File: src/line_resampler_5_over_2_defines.svh
// assertion helpers for the line resampler
`ifndef LINE_RESAMPLER_5_OVER_2_DEFINES_SVH
`define LINE_RESAMPLER_5_OVER_2_DEFINES_SVH
`ifndef SYNTHESIS
`define LRS_ASSERT(label, clk, rstn, prop, msg) \
  label: assert property (@(posedge clk) disable iff (!rstn) prop) else $error(msg);
`define LRS_ASSERT_NEXT(label, clk, rstn, pre, post, msg) \
  label: assert property (@(posedge clk) disable iff (!rstn) (pre) |=> (post)) else $error(msg);
`else
`define LRS_ASSERT(label, clk, rstn, prop, msg)
`define LRS_ASSERT_NEXT(label, clk, rstn, pre, post, msg)
`endif
`endif

File: src/lrs_pkg.sv
package lrs_pkg;
  localparam int unsigned SampleW = 16;
  localparam int unsigned CoefW   = 16;
  localparam int unsigned TapIdxW = 5;
  localparam int unsigned PhaseW  = 3;

  localparam logic CmdLoad   = 1'b0;
  localparam logic CmdSample = 1'b1;

  typedef struct packed {
    logic                      cmd;
    logic signed [SampleW-1:0] sample_value;
    logic                      last_in_line;
    logic [1:0]                coef_phase;
    logic [TapIdxW-1:0]        coef_tap;
    logic signed [CoefW-1:0]   coef_value;
  } in_item_t;

  typedef struct packed {
    logic signed [SampleW-1:0] out_sample;
    logic                      last_of_run;
    logic                      end_of_line;
  } out_item_t;

  // controller to datapath
  typedef struct packed {
    logic load_coef;
    logic shift_in;
    logic acc_clear;
    logic acc_step;
    logic [TapIdxW-1:0] tap;
    logic finish;
  } dp_cmd_t;

  function automatic logic [1:0] centre_off(input logic [PhaseW-1:0] ph);
    logic [1:0] r;
    begin
      case (ph)
        3'd0, 3'd1: r = 2'd0;
        3'd2, 3'd3: r = 2'd1;
        default:    r = 2'd2;
      endcase
      return r;
    end
  endfunction
endpackage

File: src/lrs_if.sv
interface lrs_if #(parameter type T = logic);
  logic valid;
  logic ready;
  T     data;
  modport source (output valid, output data, input ready);
  modport sink   (input valid, input data, output ready);
endinterface

File: src/lrs_datapath.sv
module lrs_datapath #(
  parameter int unsigned HalfTaps = 4
) (
  input  logic                  clk_i,
  input  lrs_pkg::in_item_t     item_i,
  input  lrs_pkg::dp_cmd_t      cmd_i,
  input  logic [lrs_pkg::PhaseW-1:0] phase_i,
  input  logic [13:0]           centre_i,
  input  logic [12:0]           newest_i,
  output logic signed [lrs_pkg::SampleW-1:0] result_o
);
  import lrs_pkg::*;
  localparam int unsigned Taps     = 2 * HalfTaps + 1;
  localparam int unsigned WinDepth = 2 * HalfTaps + 3;
  localparam int unsigned CoefDep  = 4 * Taps;
  localparam int unsigned CAW      = $clog2(CoefDep);
  localparam int unsigned WAW      = $clog2(WinDepth);
  localparam int unsigned AccW     = 32 + $clog2(Taps) + 1;

  logic signed [SampleW-1:0] win_q [WinDepth];
  logic signed [CoefW-1:0]   coef_mem [CoefDep];
  logic signed [CoefW-1:0]   coef_rd_q;
  logic signed [SampleW-1:0] smp_q;
  logic signed [SampleW-1:0] centre_smp_q;
  logic signed [AccW-1:0]    acc_q;
  logic                      step_q;
  logic                      prod_v_q;
  logic signed [31:0]        prod_q;
  logic [CAW-1:0]            waddr, raddr;
  logic signed [15:0]        j;
  logic [13:0]               jc, k;
  logic [WAW-1:0]            kidx;
  logic signed [AccW-1:0]    acc_fin, shifted;

  assign waddr = CAW'(32'(item_i.coef_phase) * Taps + 32'(item_i.coef_tap));
  assign raddr = CAW'(32'(phase_i - 3'd1) * Taps + 32'(cmd_i.tap));

  // clamped window position of the current tap
  always_comb begin
    j = $signed({2'b00, centre_i}) - 16'(HalfTaps) + $signed({11'd0, cmd_i.tap});
    if (j < 0) jc = '0;
    else if (j > $signed({3'b000, newest_i})) jc = {1'b0, newest_i};
    else jc = j[13:0];
    k = {1'b0, newest_i} - jc;
    kidx = (k >= 14'(WinDepth - 1)) ? WAW'(WinDepth - 1) : k[WAW-1:0];
  end

  // tap read and window read, then product, then accumulate
  always_ff @(posedge clk_i) begin
    if (cmd_i.load_coef && item_i.coef_tap < TapIdxW'(Taps)) coef_mem[waddr] <= item_i.coef_value;
    coef_rd_q <= coef_mem[raddr];
    smp_q     <= win_q[kidx];
    if (cmd_i.shift_in) begin
      for (int i = WinDepth - 1; i > 0; i--) win_q[i] <= win_q[i-1];
      win_q[0] <= item_i.sample_value;
    end
    if (cmd_i.acc_clear) centre_smp_q <= win_q[kidx];
    step_q   <= cmd_i.acc_step;
    prod_v_q <= step_q;
    prod_q   <= coef_rd_q * smp_q;
    if (cmd_i.acc_clear) acc_q <= '0;
    else if (prod_v_q) acc_q <= acc_q + AccW'(prod_q);
  end

  always_comb begin
    acc_fin = acc_q + AccW'(8192);
    shifted = acc_fin >>> 14;
    if (phase_i == '0) result_o = centre_smp_q;
    else if (shifted > AccW'(32767)) result_o = 16'sh7fff;
    else if (shifted < -AccW'(32768)) result_o = 16'sh8000;
    else result_o = shifted[15:0];
  end
endmodule

File: src/lrs_ctrl.sv
module lrs_ctrl #(
  parameter int unsigned HalfTaps = 4,
  parameter int unsigned MaxLine  = 4096
) (
  input  logic                clk_i,
  input  logic                rst_ni,
  input  logic                in_valid_i,
  input  lrs_pkg::in_item_t   item_i,
  output logic                in_ready_o,
  output lrs_pkg::dp_cmd_t    cmd_o,
  output logic [lrs_pkg::PhaseW-1:0] phase_o,
  output logic [13:0]         centre_o,
  output logic [12:0]         newest_o,
  input  logic signed [lrs_pkg::SampleW-1:0] result_i,
  output logic                out_valid_o,
  input  logic                out_ready_i,
  output lrs_pkg::out_item_t  out_o
);
  import lrs_pkg::*;
  localparam int unsigned Taps = 2 * HalfTaps + 1;

  typedef enum logic [2:0] {StIdle, StCheck, StMac, StDrain, StEmit} state_e;
  state_e state_q;
  logic [12:0] n_q;
  logic [13:0] oc_q;
  logic [12:0] grp_q;
  logic [PhaseW-1:0] ph_q;
  logic last_q;
  logic [TapIdxW-1:0] tap_q;
  logic [2:0] drain_q;
  logic [13:0] centre;
  logic more;
  logic [14:0] lim;
  logic [14:0] oc_next;
  logic [12:0] grp_next;
  logic [PhaseW-1:0] ph_next;
  logic [13:0] centre_next;
  logic more_next;

  // grp_q counts whole groups of five outputs
  assign centre = 14'({grp_q, 1'b0}) + 14'(centre_off(ph_q));
  assign lim = 15'((15'(n_q) * 5) >> 1);
  assign more = last_q ? (15'(oc_q) <= lim) : (15'(centre) + 15'(HalfTaps) <= 15'(n_q));
  assign oc_next = 15'(oc_q) + 15'd1;
  assign ph_next = (ph_q == 3'd4) ? 3'd0 : ph_q + 3'd1;
  assign grp_next = (ph_q == 3'd4) ? grp_q + 13'd1 : grp_q;
  assign centre_next = 14'({grp_next, 1'b0}) + 14'(centre_off(ph_next));
  assign more_next = last_q ? (oc_next <= lim) : (15'(centre_next) + 15'(HalfTaps) <= 15'(n_q));

  assign in_ready_o = (state_q == StIdle);
  assign phase_o = ph_q;
  assign centre_o = centre;
  assign newest_o = n_q;

  always_comb begin
    cmd_o = '0;
    // centre tap while the centre sample is captured
    cmd_o.tap = (state_q == StCheck) ? TapIdxW'(HalfTaps) : tap_q;
    cmd_o.load_coef = in_valid_i && in_ready_o && item_i.cmd == CmdLoad;
    cmd_o.shift_in  = in_valid_i && in_ready_o && item_i.cmd == CmdSample;
    cmd_o.acc_clear = (state_q == StCheck);
    cmd_o.acc_step  = (state_q == StMac) && ph_q != '0;
  end

  // one item through state machine; MAC one tap a cycle
  always_ff @(posedge clk_i or negedge rst_ni) begin
    if (!rst_ni) begin
      state_q <= StIdle; n_q <= '0; oc_q <= '0; grp_q <= '0; ph_q <= '0; last_q <= 1'b0;
      tap_q <= '0; drain_q <= '0; out_valid_o <= 1'b0; out_o <= '0;
    end else begin
      unique case (state_q)
        StIdle: begin
          if (in_valid_i && item_i.cmd == CmdSample) begin
            last_q <= item_i.last_in_line || (n_q >= 13'(MaxLine - 1));
            state_q <= StCheck;
          end
        end
        StCheck: begin
          tap_q <= '0;
          if (more) state_q <= StMac;
          else begin
            if (last_q) begin n_q <= '0; oc_q <= '0; grp_q <= '0; ph_q <= '0; end
            else n_q <= n_q + 13'd1;
            state_q <= StIdle;
          end
        end
        StMac: begin
          if (ph_q == '0 || tap_q == TapIdxW'(Taps - 1)) begin
            drain_q <= '0; state_q <= StDrain;
          end else tap_q <= tap_q + 1'b1;
        end
        StDrain: begin
          drain_q <= drain_q + 3'd1;
          if (drain_q == 3'd2) begin
            out_valid_o <= 1'b1;
            out_o.out_sample <= result_i;
            out_o.last_of_run <= !more_next;
            out_o.end_of_line <= !more_next && last_q;
            state_q <= StEmit;
          end
        end
        StEmit: begin
          if (out_ready_i) begin
            out_valid_o <= 1'b0;
            oc_q <= oc_next[13:0];
            grp_q <= grp_next;
            ph_q <= ph_next;
            state_q <= StCheck;
          end
        end
        default: state_q <= StIdle;
      endcase
    end
  end
endmodule

File: src/line_resampler_5_over_2.sv
// channel | dir | payload
// in_ch   | in  | cmd, sample_value, last_in_line, coef_phase, coef_tap, coef_value
// out_ch  | out | out_sample, last_of_run, end_of_line
// a coefficient load is taken while idle; a sample is taken while idle, then per
// output come a check, a pass of the single multiply-accumulate over all taps
// (centre sample only for phase 0), a pipeline drain and the output handshake
// reset clears window position and counters; the tap table holds nothing
// until loaded; a stalled output holds the machine
module line_resampler_5_over_2 #(
  parameter int unsigned HALF_TAPS = 4,
  parameter int unsigned MAX_LINE  = 4096
) (
  input  logic clk_i,
  input  logic rst_ni,
  lrs_if.sink   in_ch,
  lrs_if.source out_ch
);
  import lrs_pkg::*;
`include "line_resampler_5_over_2_defines.svh"

  dp_cmd_t cmd;
  logic [PhaseW-1:0] phase;
  logic [13:0] centre;
  logic [12:0] newest;
  logic signed [SampleW-1:0] result;

  // sequencer: per sample checks each pending output and steps taps
  lrs_ctrl #(.HalfTaps(HALF_TAPS), .MaxLine(MAX_LINE)) u_ctrl (
    .clk_i, .rst_ni,
    .in_valid_i(in_ch.valid), .item_i(in_ch.data), .in_ready_o(in_ch.ready),
    .cmd_o(cmd), .phase_o(phase), .centre_o(centre), .newest_o(newest),
    .result_i(result),
    .out_valid_o(out_ch.valid), .out_ready_i(out_ch.ready), .out_o(out_ch.data)
  );

  // window, tap table, multiplier and accumulator
  lrs_datapath #(.HalfTaps(HALF_TAPS)) u_dp (
    .clk_i, .item_i(in_ch.data), .cmd_i(cmd), .phase_i(phase),
    .centre_i(centre), .newest_i(newest), .result_o(result)
  );

  `LRS_ASSERT(a_no_accept_busy, clk_i, rst_ni, !(in_ch.ready && out_ch.valid), "accept while output pending")
  `LRS_ASSERT_NEXT(a_eol_run, clk_i, rst_ni, out_ch.valid && out_ch.data.end_of_line, out_ch.data.last_of_run || !out_ch.valid || $stable(out_ch.data), "end of line without end of run")
endmodule

File: src/flat_wrapper.sv
// flat-port wrapper written by rule: the top's interface ports become plain ports
module line_resampler_5_over_2_flat import lrs_pkg::*;
#(
  parameter int unsigned HALF_TAPS = 4,
  parameter int unsigned MAX_LINE  = 4096
)
  (clk_i, rst_ni, in_ch_valid, in_ch_data, in_ch_ready, out_ch_valid, out_ch_data, out_ch_ready);
  lrs_if #(.T(in_item_t)) in_ch_i ();
  lrs_if #(.T(out_item_t)) out_ch_i ();
  input  logic clk_i;
  input  logic rst_ni;
  input wire logic [$bits(in_ch_i.valid)-1:0] in_ch_valid;
  input wire logic [$bits(in_ch_i.data)-1:0] in_ch_data;
  output wire logic [$bits(in_ch_i.ready)-1:0] in_ch_ready;
  output wire logic [$bits(out_ch_i.valid)-1:0] out_ch_valid;
  output wire logic [$bits(out_ch_i.data)-1:0] out_ch_data;
  input wire logic [$bits(out_ch_i.ready)-1:0] out_ch_ready;
  assign in_ch_i.valid = in_ch_valid;
  assign in_ch_i.data = in_ch_data;
  assign in_ch_ready = in_ch_i.ready;
  assign out_ch_valid = out_ch_i.valid;
  assign out_ch_data = out_ch_i.data;
  assign out_ch_i.ready = out_ch_ready;
  line_resampler_5_over_2 #(.HALF_TAPS(HALF_TAPS), .MAX_LINE(MAX_LINE)) u_core (.clk_i(clk_i), .rst_ni(rst_ni), .in_ch(in_ch_i), .out_ch(out_ch_i));
endmodule
File: config.mk
export PLATFORM = sky130hd
export DESIGN_NAME = line_resampler_5_over_2_flat
export DESIGN_NICKNAME = d
export VERILOG_FILES = /design/src/lrs_pkg.sv /design/src/lrs_if.sv /design/src/lrs_datapath.sv /design/src/lrs_ctrl.sv /design/src/line_resampler_5_over_2.sv /design/src/flat_wrapper.sv
export VERILOG_INCLUDE_DIRS = /design/src /design/src/src
export SDC_FILE = /design/constraint.sdc
export NUM_CORES = 2
export LEC_CHECK = 0
export ABC_AREA = 0
export ABC_CLOCK_PERIOD_IN_PS = 10900
export BUFFER_PORTS_ARGS = -buffer_cell sky130_fd_sc_hd__buf_2
export CAP_MARGIN = 20
export CORE_ASPECT_RATIO = 2
export CORE_MARGIN = 5
export CORE_UTILIZATION = 58
export DETAILED_ROUTE_END_ITERATION = 6
export PLACE_DENSITY = 0.74
export SYNTH_ARGS = -nofsm -noshare
export SYNTH_HDL_FRONTEND = slang
export SYNTH_SLANG_ARGS = --single-unit
File: constraint.sdc
create_clock -name clk_i -period 10.9 [get_ports clk_i]
set_clock_uncertainty 0.1 [all_clocks]
set_input_delay 1.09 -clock clk_i [delete_from_list [all_inputs] [get_ports clk_i]]
set_output_delay 1.09 -clock clk_i [all_outputs]
set_load 0.1 [all_outputs]
After elaboration in Yosys (flattened, before gate mapping). Memory sizes are Yosys's and may differ from the RTL's. A register that Yosys moved wholly into a read port is not among the register bits. Index checks and enable logic that the tools add are counted.

Output and inout bits: 20. Word-level logic and storage cells: 148. Flip-flop bits (word level): 177. Memories: 2. Input port bits: 45. Bits in writable memories: 752.

Add/sub/neg operators: 18. $lt $le $gt $ge: 11. Mux-type cells: 43. Bitwise gates (word level): 2. Eq/ne operators: 20. Reductions and logical operators: 30. Multiply operators: 4.

Memories: u_core.u_dp.coef_mem (depth 36, width 16, rd ports 1, clocked after Yosys merged registers in 1, wr ports 1, RTL line lrs_datapath.sv:21) `logic signed [CoefW-1:0] coef_mem [CoefDep];`; u_core.u_dp.win_q (depth 11, width 16, rd ports 11, clocked after Yosys merged registers in 0, wr ports 11, RTL line lrs_datapath.sv:20) `logic signed [SampleW-1:0] win_q [WinDepth];`.

Operators by type and width (number): 2-to-1 mux 14 bit (5); 2-to-1 mux 13 bit (5); 2-to-1 mux 16 bit (3); adder 37 x 15 -> 37 bit (second input constant) (1); adder 37 x 32 -> 37 bit (1); multiplier 16 x 16 -> 32 bit (1); adder 14 x 3 -> 15 bit (second input constant) (2); <= comparator 15 x 13 -> 1 bit (2); adder 14 x 2 -> 14 bit (2); case mux 14 bit (2 select lines) (1); 2-to-1 mux 3 bit (9); adder 13 x 1 -> 13 bit (second input constant) (2); case mux 13 bit (2 select lines) (1); > comparator 23 x 16 -> 1 bit (second input constant) (1); < comparator 23 x 16 -> 1 bit (second input constant) (1); == test 3 x 2 -> 1 bit (second input constant) (7); adder 15 x 6 -> 16 bit (1); > comparator 16 x 14 -> 1 bit (1); < comparator 16 x 1 -> 1 bit (second input constant) (1); multiplier 13 x 3 -> 16 bit (second input constant) (1); adder 14 x 1 -> 15 bit (second input constant) (1); <= comparator 14 x 15 -> 1 bit (1); <= comparator 15 bit (1); case mux 3 bit (5 select lines) (1); other kinds (36) (76).

Logic depth before layout (Yosys ltp). An unclocked memory read counts as a cell.

Depth in word-level cells: 13. Gate-level depth with buffers: 39.

Modules after synthesis. A second synthesis with hierarchy kept.

Cell total of the unflattened synthesis: 4160. Area total of the unflattened synthesis: 53924.2 sq um.

By module, submodules not included: lrs_datapath (cells an instance 3245, instances 1, area each 46323.2 sq um); lrs_ctrl (cells an instance 915, instances 1, area each 7601.0 sq um).

Worst setup path after synthesis. OpenSTA, ideal clock, no wires.

Path kind: reg2reg. From: reg u_core.u_ctrl.state_q[2]. To: reg u_core.u_dp.centre_smp_q[10] (read register of u_core.u_dp.win_q), data pin. Data arrival time: 7908 ps. Slack: 2630 ps. Stages on the path, launching flop included: 37. Setup time: 262 ps. Path buffers: 3. Period minus slack after synthesis: 8270 ps. Path through: dfrtp_1 -> clkbuf_1 -> or3b_2 -> clkbuf_1 -> inv_2 -> nor2_1 -> ha_1 -> a21o_1 -> a21oi_1 -> o21bai_1 -> a21oi_1 -> nand2b_1 -> o21ai_0 -> xnor2_1 -> a211o_1 -> ha_1 -> a21o_1 -> a21o_1 -> a2111oi_0 -> o211ai_1 -> a21o_1 -> a211o_1 -> nand3_2 -> mux2i_1 -> or2_1 -> ha_1 -> nor2b_1 -> o21ai_0 -> a21boi_0 -> o21a_1 -> nor2_1 -> o21ai_1 -> a21o_1 -> a211o_1 -> a2111oi_4 -> buf_2 -> mux2_2.

Word-level cells in the longest chain between the ends: 10.

Ends and longest elaborated chain: from (decl) (RTL line lrs_ctrl.sv:23) `state_e state_q;`; from (signal assigned) (RTL line lrs_ctrl.sv:75) `state_q <= StCheck;`; from (signal assigned) (RTL line lrs_ctrl.sv:80) `if (more) state_q <= StMac;`; from (signal assigned) (RTL line lrs_ctrl.sv:84) `state_q <= StIdle;`; == test 3 x 1 -> 1 bit * (RTL line lrs_ctrl.sv:58, lrs_ctrl.sv:61); 2-to-1 mux 5 bit * (RTL line lrs_ctrl.sv:58) `cmd_o.tap = (state_q == StCheck) ? TapIdxW'(HalfTaps) : tap_q;`; adder 15 x 6 -> 16 bit * (RTL line lrs_datapath.sv:40) `j = $signed({2'b00, centre_i}) - 16'(HalfTaps) + $signed({11'd0, cmd_i.tap});`; > comparator 16 x 14 -> 1 bit (RTL line lrs_datapath.sv:42) `else if (j > $signed({3'b000, newest_i})) jc = {1'b0, newest_i};`; 2-to-1 mux 14 bit (RTL line lrs_datapath.sv:42); 2-to-1 mux 14 bit * (RTL line lrs_datapath.sv:41) `if (j < 0) jc = '0;`; subtractor 13 x 14 -> 14 bit * (RTL line lrs_datapath.sv:44) `k = {1'b0, newest_i} - jc;`; greater-or-equal comparator 14 x 4 -> 1 bit (RTL line lrs_datapath.sv:45) `kidx = (k >= 14'(WinDepth - 1)) ? WAW'(WinDepth - 1) : k[WAW-1:0];`; 2-to-1 mux 4 bit * (RTL line lrs_datapath.sv:45); memory read (11 x 16 bit) *; to (decl) (RTL line lrs_datapath.sv:24) `logic signed [SampleW-1:0] centre_smp_q;`.

Every way passes the cells marked *; elsewhere a longest branch is shown, timed or not. A chain may end at the register's enable or synchronous reset.

Final worst setup path.
From: reg u_core.u_ctrl.state_q[0]. To: reg u_core.u_dp.centre_smp_q[10] (read register of u_core.u_dp.win_q), data pin.

The elaborated chain is that of the path after synthesis.

==> impl_results.md <==
- Final WL: 126.0 mm
- Max Cap Violations: 0
- Synth top area share: 43.69%
- Htree depth: 3
- Via Count: 32060
- R2r worst-path depth: 34
- Syn Area/Cell: 13.47 sq um
- Hold buffer count at CTS: 0
- Reg2reg setup slack: 1260 ps
- Full die area: 97510 sq um
- Maximum clock frequency: 103.8 MHz
- Antenna violations before repair: 8
- Area added between synthesis and finish: 8.716%
- Sum Neg Setup Slack: 0 ps
- Post CTS Setup Buffer Count: 0
- Final-layout fill cell count: 6675
- Worst r2r src: u_core.u_ctrl.state_q[0]$_DFFE_PN0P_
- Vias per Instance: 6.125
- TritonCTS Buffers: 81
- Post-synth ARST share: 7.831%
- Sequential element share of the synthesized area: 51.10%
- Synth Instances: 3920
- Clk buf depth: 3
- Cell taking the most area after synthesis: edfxtp_1
- Worst Max-Slew Pin Slew: 1056 ps
- Post-Synth Simple-Gate Area: 8.858%
- DPL Wire Length: 91.49 mm
- Number of enable flip-flop cells after synthesis: 768
- CP Data Arrival Time: 9960 ps
- Setup crit start kind: flip-flop
- Adder-cell share of the synthesized area: 16.44%
- Die W: 223.3 microns
- Worst hold-check path type: in2async
- Top cells by area, synth: edfxtp_1 (44%), fa_1 (10%), mux4_2 (8.9%)
- Worst path most repeated cell: a21o_1
- Tcrit/Tclk final: 88.40%
- Total GRT Usage: 26.09%
- Post-Synth XOR/XNOR Area: 3.217%
- CTS tree: done
- Sink Count: 945
- Port Buffers: 64
- Worst Setup Path Type: reg2reg
- Overflow after GRT: 0
- IO Pins: 65
- Core area: 90370 sq um
- GPL Wtd Cong: 0.9164
- Drc violations: 0
- Die Span Y: 436.6 microns
- Post-CTS resize count: 0
- Synth cell types: 92
- Synthesis Warnings: 0
- Largest net degree at the start of global routing: 96
- Compound-Gate Fraction of Synth Area: 6.286%
- Status: completed
- CP endpoint kind: flip-flop
- Hold Fails Final Rpt: 0
- Largest family of logic cells by synthesized area: adder cells
- Most numerous cell in the Yosys netlist: edfxtp_1
- CTS clk-pin slew, worst paths: 70 ps
- Final setup vio count: 0
- Clk_lat worst skew: 690 ps
- Pre-antenna DRT Iters: 5
- First-pass GRT wire length: 195.0 mm
- Unrepaired setup endpoints after global routing: false
- Syn_nets: 4497
- Synth cell count leaders: edfxtp_1 (768), nand2_1 (357), inv_1 (347)
- Nets: 4558
- Seq cells post-synth: 945
- Worst EP required: 11220 ps
- DR WL/cell: 24.08 microns
- Mapped cell area: 52790 sq um
- 1st-iter DRT viols: 2465
- Rows: 156
- CP max stage cell: or3b_2
- Layout cells sized above 1: 12.90%
- Crit path max fanout: 24
- Max-Slew Margin vs Limit: 29.15%
- Final antenna-violating net count: 0
- Root Buffer: clkbuf_16
- Min cycle time layout: 9636 ps
- Number of global-route vias before repair: 34550
- Starting density of the core: 58.41%
- R2R Path End: u_core.u_dp.centre_smp_q[10]$_DFFE_PP_
- Main synth FF type: edfxtp_1
- Slowest cell delay on critical path: 700 ps
- Mux contribution to synthesized area: 10.51%
- Slew Viols, Final: 0
-- per-layer routing --
metal  vias to the layer above  part of all wire, %  GRT usage, %
met3                       405                  4.1         3.311
met1                     16320                   32         26.33
met5                         -                    0             0
li1                      14320                    -             -
met2                      1014                   58         51.05
met4                         0                  6.2         13.98
-- critical path: cells and delay by family (launching register included) --
kind	cells	cell delay, ps
and+or+nand+nor	8	2090
DFF	1	550
buffers and inverters	2	640
xor gates and xnor gates	1	160
adders and majority gates	3	850
AOI/OAI and AO/OA	18	4360
muxes	2	570
-- per-stage QoR --
stage	utilization (%)	instance area, sq um	hold WS, ps	instances	setup WS, ps
after detailed placement	60.39	54580	212.0	5082	1369
after global routing	63.50	57380	212.4	5234	403.4
after CTS	63.46	57350	167.9	5232	1294
after global placement	60.39	54580	215.6	5082	1505
final	63.50	57390	217.6	5235	1264
after floorplan	-	52790	209.6	3920	2630
-- cell families after synthesis --
logic type	after synthesis
adder cells (fa/ha/maj)	532
XOR/XNOR	193
buffers and inverters	495
AND/OR/NAND/NOR	955
multiplexers	292
flip-flops	945
AO/OA/AOI/OAI	508
-- registers in the layout (all words and copies together) (netlist names), 3 cells and up --
signal,count
u_core.u_ctrl.newest_o,13
u_core.u_ctrl.drain_q,3
u_core.u_dp.smp_q,16
u_core.u_ctrl.tap_q,5
u_core.u_ctrl.out_o,18
u_core.u_dp.coef_mem,576
u_core.u_dp.acc_q,37
u_core.u_ctrl.oc_q,14
u_core.u_dp.centre_smp_q,16
u_core.u_ctrl.state_q,3
u_core.u_dp.coef_rd_q,16
u_core.u_dp.prod_q,32
u_core.u_ctrl.grp_q,13
u_core.u_dp.win_q,176
u_core.u_ctrl.phase_o,3
-- cell type report --
type / instances / area (sq um) / share of cell area, %
Sequential cell: 945 / 26980 / 47.01
Inverter: 348 / 1311 / 2.285
Multi-Input combinational cell: 2480 / 24020 / 41.86
Clock buffer: 96 / 2135 / 3.720
Antenna cell: 2 / 5.005 / 0.008721
Timing Repair Buffer: 125 / 813.3 / 1.417
Clock inverter: 54 / 643.1 / 1.121
Tap cell: 1185 / 1483 / 2.584
-- placed cells by master (no fill, tap or decap), types with 65 or more instances in the layout --
cell type	n
mux4_2	208
dfxtp_1	102
o21ai_0	138
nor2_1	183
xnor2_1	129
dfrtp_1	74
inv_1	346
mux2i_1	65
ha_1	259
clkbuf_16	82
nand2_1	357
and2_1	120
fa_1	267
edfxtp_1	768
a21oi_1	103
-- how the worst max path moves through the flow --
stage	startpoint	end	cells past startpoint
global placement	u_core.u_ctrl.state_q[0]$_DFFE_PN0P_	u_core.u_dp.centre_smp_q[10]$_DFFE_PP_	35
global route	u_core.u_ctrl.state_q[0]$_DFFE_PN0P_	u_core.u_dp.centre_smp_q[10]$_DFFE_PP_	34
detailed placement	u_core.u_ctrl.state_q[0]$_DFFE_PN0P_	u_core.u_dp.centre_smp_q[15]$_DFFE_PP_	34
floorplan	u_core.u_ctrl.state_q[2]$_DFFE_PN0P_	u_core.u_dp.centre_smp_q[10]$_DFFE_PP_	36
CTS	u_core.u_ctrl.state_q[0]$_DFFE_PN0P_	u_core.u_dp.centre_smp_q[10]$_DFFE_PP_	34
finish	u_core.u_ctrl.state_q[0]$_DFFE_PN0P_	u_core.u_dp.centre_smp_q[10]$_DFFE_PP_	34
Power is left out: the tool's default activity adds up to more than one toggle a clock period on the data nets, which glitch-free logic cannot reach.
